File: config.mk
export PLATFORM = sky130hd
export DESIGN_NAME = masked_pixel_run_length_encoder
export DESIGN_NICKNAME = d
export VERILOG_FILES = /design/src/hw/rtl/mpre_pkg.sv /design/src/hw/rtl/mpre_front.sv /design/src/hw/rtl/mpre_queue.sv /design/src/hw/rtl/mpre_back.sv /design/src/hw/rtl/masked_pixel_run_length_encoder.sv
export SDC_FILE = /design/constraint.sdc
export NUM_CORES = 1
export LEC_CHECK = 0
export BUFFER_PORTS_ARGS = -buffer_cell sky130_fd_sc_hd__buf_2
export CELL_PAD_IN_SITES_DETAIL_PLACEMENT = 0
export CELL_PAD_IN_SITES_GLOBAL_PLACEMENT = 2
export CORE_ASPECT_RATIO = 2
export CORE_MARGIN = 4
export CORE_UTILIZATION = 45
export CTS_BUF_LIST = sky130_fd_sc_hd__clkbuf_16
export DETAILED_ROUTE_END_ITERATION = 8
export MAX_ROUTING_LAYER = met4
export PLACE_DENSITY_LB_ADDON = 0.12
export SYNTH_ARGS = -nofsm -noshare
export SYNTH_HDL_FRONTEND = slang
export SYNTH_SLANG_ARGS = --single-unit
File: constraint.sdc
create_clock -name i_clk -period 11.5 [get_ports i_clk]
set_clock_uncertainty 0.1 [all_clocks]
set_input_delay 2.3 -clock i_clk [delete_from_list [all_inputs] [get_ports i_clk]]
set_output_delay 2.3 -clock i_clk [all_outputs]
set_load 0.03 [all_outputs]
File: src/hw/rtl/mpre_pkg.sv
// Shared types, constants and mask table for the masked pixel run-length encoder.
`default_nettype none

package mpre_pkg;

    // Queue between the classifying front end and the output stage.
    localparam int QueueDepth = 4;
    localparam int QueuePtrW  = $clog2(QueueDepth);
    localparam int QueueCntW  = $clog2(QueueDepth + 1);

    // Longest run counted before a new run is forced.
    localparam logic [7:0] MaxRepeats = 8'hFF;

    // Configuration register indexes.
    typedef logic [0:0] t_cfg_index;
    localparam t_cfg_index CFG_LEVEL = 1'b0;
    localparam t_cfg_index CFG_ALPHA = 1'b1;

    // One encoded run word, first field in the highest bits.
    typedef struct packed {
        logic       frame_end;
        logic [7:0] repeat_count;
        logic [7:0] run_blue;
        logic [7:0] run_green;
        logic [7:0] run_red;
    } t_run_word;

    // Words written by the front end in one cycle; w1 is only used with w0.
    typedef struct packed {
        logic      wr0;
        logic      wr1;
        t_run_word w0;
        t_run_word w1;
    } t_push;

    // Head of the queue as seen by the output stage.
    typedef struct packed {
        logic      valid;
        t_run_word word;
    } t_q_head;

    // Compare mask for a level, pixel packed red in the low byte, alpha on top.
    function automatic logic [31:0] level_mask(input logic [2:0] level,
                                               input logic alpha_en);
        logic [31:0] m;
        case (level)
            3'd0:    m = 32'hFFFF_FFFF;
            3'd1:    m = 32'hFFFE_FFFE;
            3'd2:    m = 32'hFFFC_FEFC;
            3'd3:    m = 32'hFFF8_FCF8;
            3'd4:    m = 32'hFFF0_F8F0;
            3'd5:    m = 32'hFFE0_F0E0;
            // Levels above five fall back to the level one mask.
            default: m = 32'hFFFE_FFFE;
        endcase
        if (!alpha_en) begin
            m[31:24] = 8'h00;
        end
        return m;
    endfunction

endpackage

`default_nettype wire

File: src/hw/rtl/mpre_front.sv
// Front end: accepts pixels, keeps the open run and classifies each pixel into run words.
`default_nettype none

module mpre_front
    import mpre_pkg::*;
(
    input  wire logic        i_clk,
    input  wire logic        i_rst_n,
    input  wire logic        i_cfg_we,
    input  wire t_cfg_index  i_cfg_addr,
    input  wire logic [2:0]  i_cfg_wdata,
    input  wire logic        i_accept,
    input  wire logic [31:0] i_pixel,
    input  wire logic        i_last,
    output t_push            o_push
);

    logic [2:0]  r_level;
    logic        r_alpha_en;
    logic        r_open;
    logic [31:0] r_pix;
    logic [7:0]  r_rep;

    logic        n_open;
    logic [31:0] n_pix;
    logic [7:0]  n_rep;

    logic [31:0] mask;
    logic [31:0] pix;
    logic        match;
    t_run_word   old_word;
    t_run_word   last_word;

    // Configuration registers.
    always_ff @(posedge i_clk) begin
        if (!i_rst_n) begin
            r_level    <= 3'd0;
            r_alpha_en <= 1'b1;
        end else if (i_cfg_we) begin
            case (i_cfg_addr)
                CFG_LEVEL: r_level    <= i_cfg_wdata;
                CFG_ALPHA: r_alpha_en <= i_cfg_wdata[0];
                default:   r_level    <= r_level;
            endcase
        end
    end

    // Masked compare against the run's first pixel.
    always_comb begin
        mask  = level_mask(r_level, r_alpha_en);
        pix   = r_alpha_en ? i_pixel : {8'h00, i_pixel[23:0]};
        match = r_open && ((r_pix & mask) == (pix & mask)) && (r_rep != MaxRepeats);
    end

    // Next run state and the words this pixel writes.
    always_comb begin
        old_word = '{frame_end: 1'b0, repeat_count: r_rep, run_blue: r_pix[23:16],
                     run_green: r_pix[15:8], run_red: r_pix[7:0]};
        if (match) begin
            n_open = 1'b1;
            n_pix  = r_pix;
            n_rep  = r_rep + 8'd1;
        end else begin
            n_open = 1'b1;
            n_pix  = pix;
            n_rep  = 8'd0;
        end
        last_word = '{frame_end: 1'b1, repeat_count: n_rep, run_blue: n_pix[23:16],
                      run_green: n_pix[15:8], run_red: n_pix[7:0]};

        o_push = '0;
        if (i_accept) begin
            if (!match && r_open) begin
                o_push.wr0 = 1'b1;
                o_push.w0  = old_word;
                o_push.wr1 = i_last;
                o_push.w1  = last_word;
            end else begin
                o_push.wr0 = i_last;
                o_push.w0  = last_word;
            end
        end

        // End of frame closes the run.
        if (i_last) begin
            n_open = 1'b0;
            n_pix  = 32'd0;
            n_rep  = 8'd0;
        end
    end

    // Run state.
    always_ff @(posedge i_clk) begin
        if (!i_rst_n) begin
            r_open <= 1'b0;
            r_pix  <= 32'd0;
            r_rep  <= 8'd0;
        end else if (i_accept) begin
            r_open <= n_open;
            r_pix  <= n_pix;
            r_rep  <= n_rep;
        end
    end

endmodule

`default_nettype wire

File: src/hw/rtl/mpre_queue.sv
// Short queue of run words: two writes and one read per cycle.
`default_nettype none

module mpre_queue
    import mpre_pkg::*;
(
    input  wire logic  i_clk,
    input  wire logic  i_rst_n,
    input  wire t_push i_push,
    input  wire logic  i_pop,
    output t_q_head    o_head,
    output logic       o_room2
);

    t_run_word              r_mem [QueueDepth];
    logic [QueuePtrW-1:0]   r_wp;
    logic [QueuePtrW-1:0]   r_rp;
    logic [QueueCntW-1:0]   r_count;

    logic [QueuePtrW-1:0]   wp1;
    logic [QueueCntW-1:0]   n_push;

    always_comb begin
        wp1          = r_wp + QueuePtrW'(1);
        n_push       = QueueCntW'(i_push.wr0) + QueueCntW'(i_push.wr1);
        o_head.valid = (r_count != '0);
        o_head.word  = r_mem[r_rp];
        // Room for the worst case of two words from one pixel.
        o_room2      = (r_count <= QueueCntW'(QueueDepth - 2));
    end

    // Storage.
    always_ff @(posedge i_clk) begin
        if (i_push.wr0) begin
            r_mem[r_wp] <= i_push.w0;
        end
        if (i_push.wr1) begin
            r_mem[wp1] <= i_push.w1;
        end
    end

    // Pointers and fill count.
    always_ff @(posedge i_clk) begin
        if (!i_rst_n) begin
            r_wp    <= '0;
            r_rp    <= '0;
            r_count <= '0;
        end else begin
            r_wp    <= r_wp + QueuePtrW'(n_push);
            r_rp    <= r_rp + QueuePtrW'(i_pop);
            r_count <= r_count + n_push - QueueCntW'(i_pop);
        end
    end

endmodule

`default_nettype wire

File: src/hw/rtl/mpre_back.sv
// Output stage: moves run words from the queue into the output register.
`default_nettype none

module mpre_back
    import mpre_pkg::*;
(
    input  wire logic    i_clk,
    input  wire logic    i_rst_n,
    input  wire t_q_head i_head,
    output logic         o_pop,
    input  wire logic    i_tready,
    output logic         o_tvalid,
    output t_run_word    o_word
);

    logic      r_valid;
    t_run_word r_word;

    // Load a new word whenever the register is empty or being taken.
    assign o_pop = i_head.valid && (!r_valid || i_tready);

    always_ff @(posedge i_clk) begin
        if (!i_rst_n) begin
            r_valid <= 1'b0;
        end else if (!r_valid || i_tready) begin
            r_valid <= i_head.valid;
        end
    end

    always_ff @(posedge i_clk) begin
        if (o_pop) begin
            r_word <= i_head.word;
        end
    end

    assign o_tvalid = r_valid;
    assign o_word   = r_word;

endmodule

`default_nettype wire

File: src/hw/rtl/masked_pixel_run_length_encoder.sv
// Top level of the masked pixel run-length encoder.
// The block takes one pixel word per clock while its queue has room for two words and
// turns runs of pixels that match under the level's mask into run words (first pixel's
// RGB and a repeat count of up to 255). A pixel is classified in the cycle it is
// accepted; the words it produces go into a four-entry queue and leave through a
// registered output, one word per cycle while the output side is ready. With the output
// side ready the block sustains one pixel per cycle; a pixel that both breaks a run and
// ends the frame writes two words, and the single output port then sets the pace.
// Configuration must be written only while the block is idle; the block has no check.
`default_nettype none

module masked_pixel_run_length_encoder
    import mpre_pkg::*;
(
    input  wire logic        i_clk,
    input  wire logic        i_rst_n,
    // Configuration write port.
    input  wire logic        i_cfg_we,
    input  wire t_cfg_index  i_cfg_addr,
    input  wire logic [2:0]  i_cfg_wdata,
    // Pixel input.
    input  wire logic        s_axis_tvalid,
    output logic             s_axis_tready,
    input  wire logic [31:0] s_axis_tdata,   // red, green, blue, alpha
    input  wire logic        s_axis_tlast,   // frame_last
    // Run word output.
    output logic             m_axis_tvalid,
    input  wire logic        m_axis_tready,
    output logic [31:0]      m_axis_tdata,   // run_red, run_green, run_blue, repeat_count
    output logic             m_axis_tlast    // frame_end
);

    t_push     push;
    t_q_head   head;
    logic      pop;
    logic      room2;
    logic      accept;
    t_run_word out_word;

    assign s_axis_tready = room2;
    assign accept        = s_axis_tvalid && room2;

    mpre_front u_front (
        .i_clk       (i_clk),
        .i_rst_n     (i_rst_n),
        .i_cfg_we    (i_cfg_we),
        .i_cfg_addr  (i_cfg_addr),
        .i_cfg_wdata (i_cfg_wdata),
        .i_accept    (accept),
        .i_pixel     (s_axis_tdata),
        .i_last      (s_axis_tlast),
        .o_push      (push)
    );

    mpre_queue u_queue (
        .i_clk   (i_clk),
        .i_rst_n (i_rst_n),
        .i_push  (push),
        .i_pop   (pop),
        .o_head  (head),
        .o_room2 (room2)
    );

    mpre_back u_back (
        .i_clk    (i_clk),
        .i_rst_n  (i_rst_n),
        .i_head   (head),
        .o_pop    (pop),
        .i_tready (m_axis_tready),
        .o_tvalid (m_axis_tvalid),
        .o_word   (out_word)
    );

    assign m_axis_tdata = {out_word.repeat_count, out_word.run_blue,
                           out_word.run_green, out_word.run_red};
    assign m_axis_tlast = out_word.frame_end;

endmodule

`default_nettype wire

==> results.json <==
{
  "crit_type": "input port to flop",
  "dp_slack_ps": 4800,
  "seqPwrFrac_pct": 44.1,
  "slowest_delay_ps": 770,
  "async_flop_share_pct": 0,
  "portBuffers": 76,
  "crit_fanout": 16,
  "cts_buffers": 21,
  "drcViolationCount": 0,
  "rsz0062_at_grt": "no",
  "fin_cells": 1219,
  "setup.worst_path.start_class": "input port",
  "leakage_nw": 3.90,
  "rows": 78,
  "clock_sinks": 218,
  "fin_crit_sh_pct": 53.7,
  "slew_viol_final": 0,
  "grtUsageMet2_pct": 42.1,
  "slew_headroom_pct": 30.1,
  "synth_edf_count": 165,
  "drt-initial-drc-count": 631,
  "setup_viol": 0,
  "cp.required_ps": 11770,
  "drv_cap": 0,
  "final_antenna_net_count": 0,
  "routed_wl_um": 29200,
  "syn_area_um2": 10400,
  "syn2layout_area_growth_pct": 12.8,
  "ir_drop_v": 0.000174,
  "avgSynthCellArea_um2": 12.0,
  "grt_max_degree": 61,
  "antenna_found_initial": 1,
  "hold_path_class": "flop to flop",
  "switching_power_mw": 0.844,
  "dieWidth_um": 115,
  "syn_nets": 916,
  "final_util_pct": 51.6,
  "grtUsageMet1_pct": 26.0,
  "hpwl_um": 18800,
  "globalplace.congestion": 0.836,
  "clk_latency_ps": 520,
  "ys_ff_latch": 218,
  "first_pass_iters": 5,
  "overflow": 0,
  "path_cells": "buf_2, xnor2_1, o2111ai_1, o41ai_1, nand2_1, or2_1, a21oi_1, nor2_1, ha_1, inv_1, ha_1, fa_1, xnor2_1, xnor2_1, nor2_1",
  "p_clk_share_pct": 26.2,
  "die_area_um2": 25600,
  "grt_pass1_vias": 7812,
  "synthCells": 866,
  "die_h_um": 222,
  "period_needed_ps": 6170,
  "grt_util_met3_pct": 2.37,
  "layout_common_cells": "nand2_1 (170), edfxtp_1 (165), o211ai_1 (98)",
  "core_um2": 22600,
  "vias": 7402,
  "pwr-share-comb_pct": 29.7,
  "synth_top_flop_cell": "edfxtp_1",
  "tightest_slew_ps": 1040,
  "ys_seq_area_share_pct": 58.1,
  "internal-power_mw": 1.63,
  "routedWlPerCell_um": 23.9,
  "arrival_ps": 6440,
  "grt_pass1_wl_um": 44400,
  "path_clk_slew_ps": 60,
  "grt_usage_pct": 23.6,
  "final_hold_viol_count": 0,
  "h-tree-depth": 1,
  "fmax_mhz": 162,
  "start_util_pct": 45.7,
  "io_pins": 77,
  "cp_slowest_cell": "o41ai_1",
  "vias_per_cell": 6.07,
  "cts_root_buffer": "clkbuf_16",
  "status": "finished clean",
  "gr-max-usage-layer": "met2",
  "fin_ws_ps": 5330,
  "nets": 973,
  "clock_path_buffers": 3,
  "yosysWarnings": 0,
  "post_cts.repair.setup_buffers": 0,
  "drive_gt1_share_pct": 18.9,
  "swShare_pct": 34.2,
  "fill_cells": 2024,
  "power.density_nw_per_um2": 212,
  "hold_buffers": 0,
  "ys_types": 60,
  "timing.setup.tns_ps": 0,
  "cp_common_cell": "xnor2_1",
  "ctsResizeCount": 0,
  "cts_tree": "done",
  "end_kind": "flop",
  "placedCellCount": 1180,
  "final_common_cell": "nand2_1"
}
## per-layer routing
| layer | wire length (µm) | part of all wire [%] |
|---|---|---|
| met3 | 1190 | 4.1 |
| met5 | 0 | 0 |
| met1 | 10800 | 37 |
| met2 | 15900 | 55 |
| met4 | 1240 | 4.2 |
## Yosys cell counts (14+ instances only)
cell type	number	area, µm²
nand2_1	170	638
edfxtp_1	165	4950
o211ai_1	98	736
dfxtp_1	53	1060
clkbuf_1	45	169
nor2_1	37	139
mux4_2	33	743
and3_1	30	188
xnor2_1	19	166
xor2_1	19	166
a21oi_1	16	80.1
a22o_1	14	123
## flip-flops by register name, indices dropped and copies added, names as in the netlist
name,flops
u_queue.r_wp,2
u_front.r_open,1
u_back.o_word,33
u_queue.r_mem,132
u_queue.r_rp,2
u_queue.r_count,3
u_front.r_pix,32
u_front.r_level,3
u_back.o_tvalid,1
u_front.r_rep,8
u_front.r_alpha_en,1
## final timing paths
kind | endpoint | slack [ps] | depth (start not counted) | from
setup / recovery | u_queue.r_count[2]$_SDFF_PN0_ | 5330 | 15 | s_axis_tdata[24]
setup reg to reg | u_queue.r_count[2]$_SDFF_PN0_ | 6890 | 14 | u_front.r_pix[24]$_SDFFE_PN0P_
hold / removal | u_front.r_pix[23]$_SDFFE_PN0P_ | 380 | 2 | u_front.r_pix[23]$_SDFFE_PN0P_
hold reg to reg | u_front.r_pix[23]$_SDFFE_PN0P_ | 380 | 2 | u_front.r_pix[23]$_SDFFE_PN0P_
## stage by stage
step	instance area, µm²	hold slack (ps)	power [mW]
2_1_floorplan	10400	352	1.60
3_3_place_gp	11000	362	1.84
3_5_place_dp	11000	370	1.86
4_1_cts	11700	379	2.51
5_1_grt	11700	407	2.58
6_report	11700	379	2.47
## worst max-delay path: cells and delay by family
kind,cells,cell delay (ps)
AOI/OAI and AO/OA,3,1400
and+or+nand+nor,4,1170
adders and majority gates,3,920
xor gates and xnor gates,3,470
buffers and inverters,2,180
## power groups by stage
stage	combinational, mW	sequential [mW]	clock, mW
2_1_floorplan	0.377	1.22	0
4_1_cts	0.752	1.09	0.663
5_1_grt	0.790	1.10	0.692
3_5_place_dp	0.749	1.11	0
6_report	0.733	1.09	0.647
3_3_place_gp	0.739	1.10	0
## final cells by class
cell class                      instances  area [µm²]  share of cell area [%]
Sequential cell                       218        6020                    51.6
Multi-Input combinational cell        576        4110                    35.2
Clock buffer                           21         526                    4.50
Timing Repair Buffer                   95         523                    4.48
Tap cell                              280         350                    3.00
Clock inverter                         17        97.6                   0.836
Inverter                               11        41.3                   0.354
Antenna cell                            1        2.50                  0.0214
## logic make-up after synthesis
family                     count (synthesis)  share of synthesized area, %
and+or+nand+nor                          310                          14.0
adders and majority gates                  8                          1.04
DFF                                      218                          58.1
AOI/OAI and AO/OA                        182                          13.1
xor gates and xnor gates                  38                          3.22
buffers and inverters                     72                          2.82
muxes                                     38                          7.72
Power figures use the tool's default switching activity.
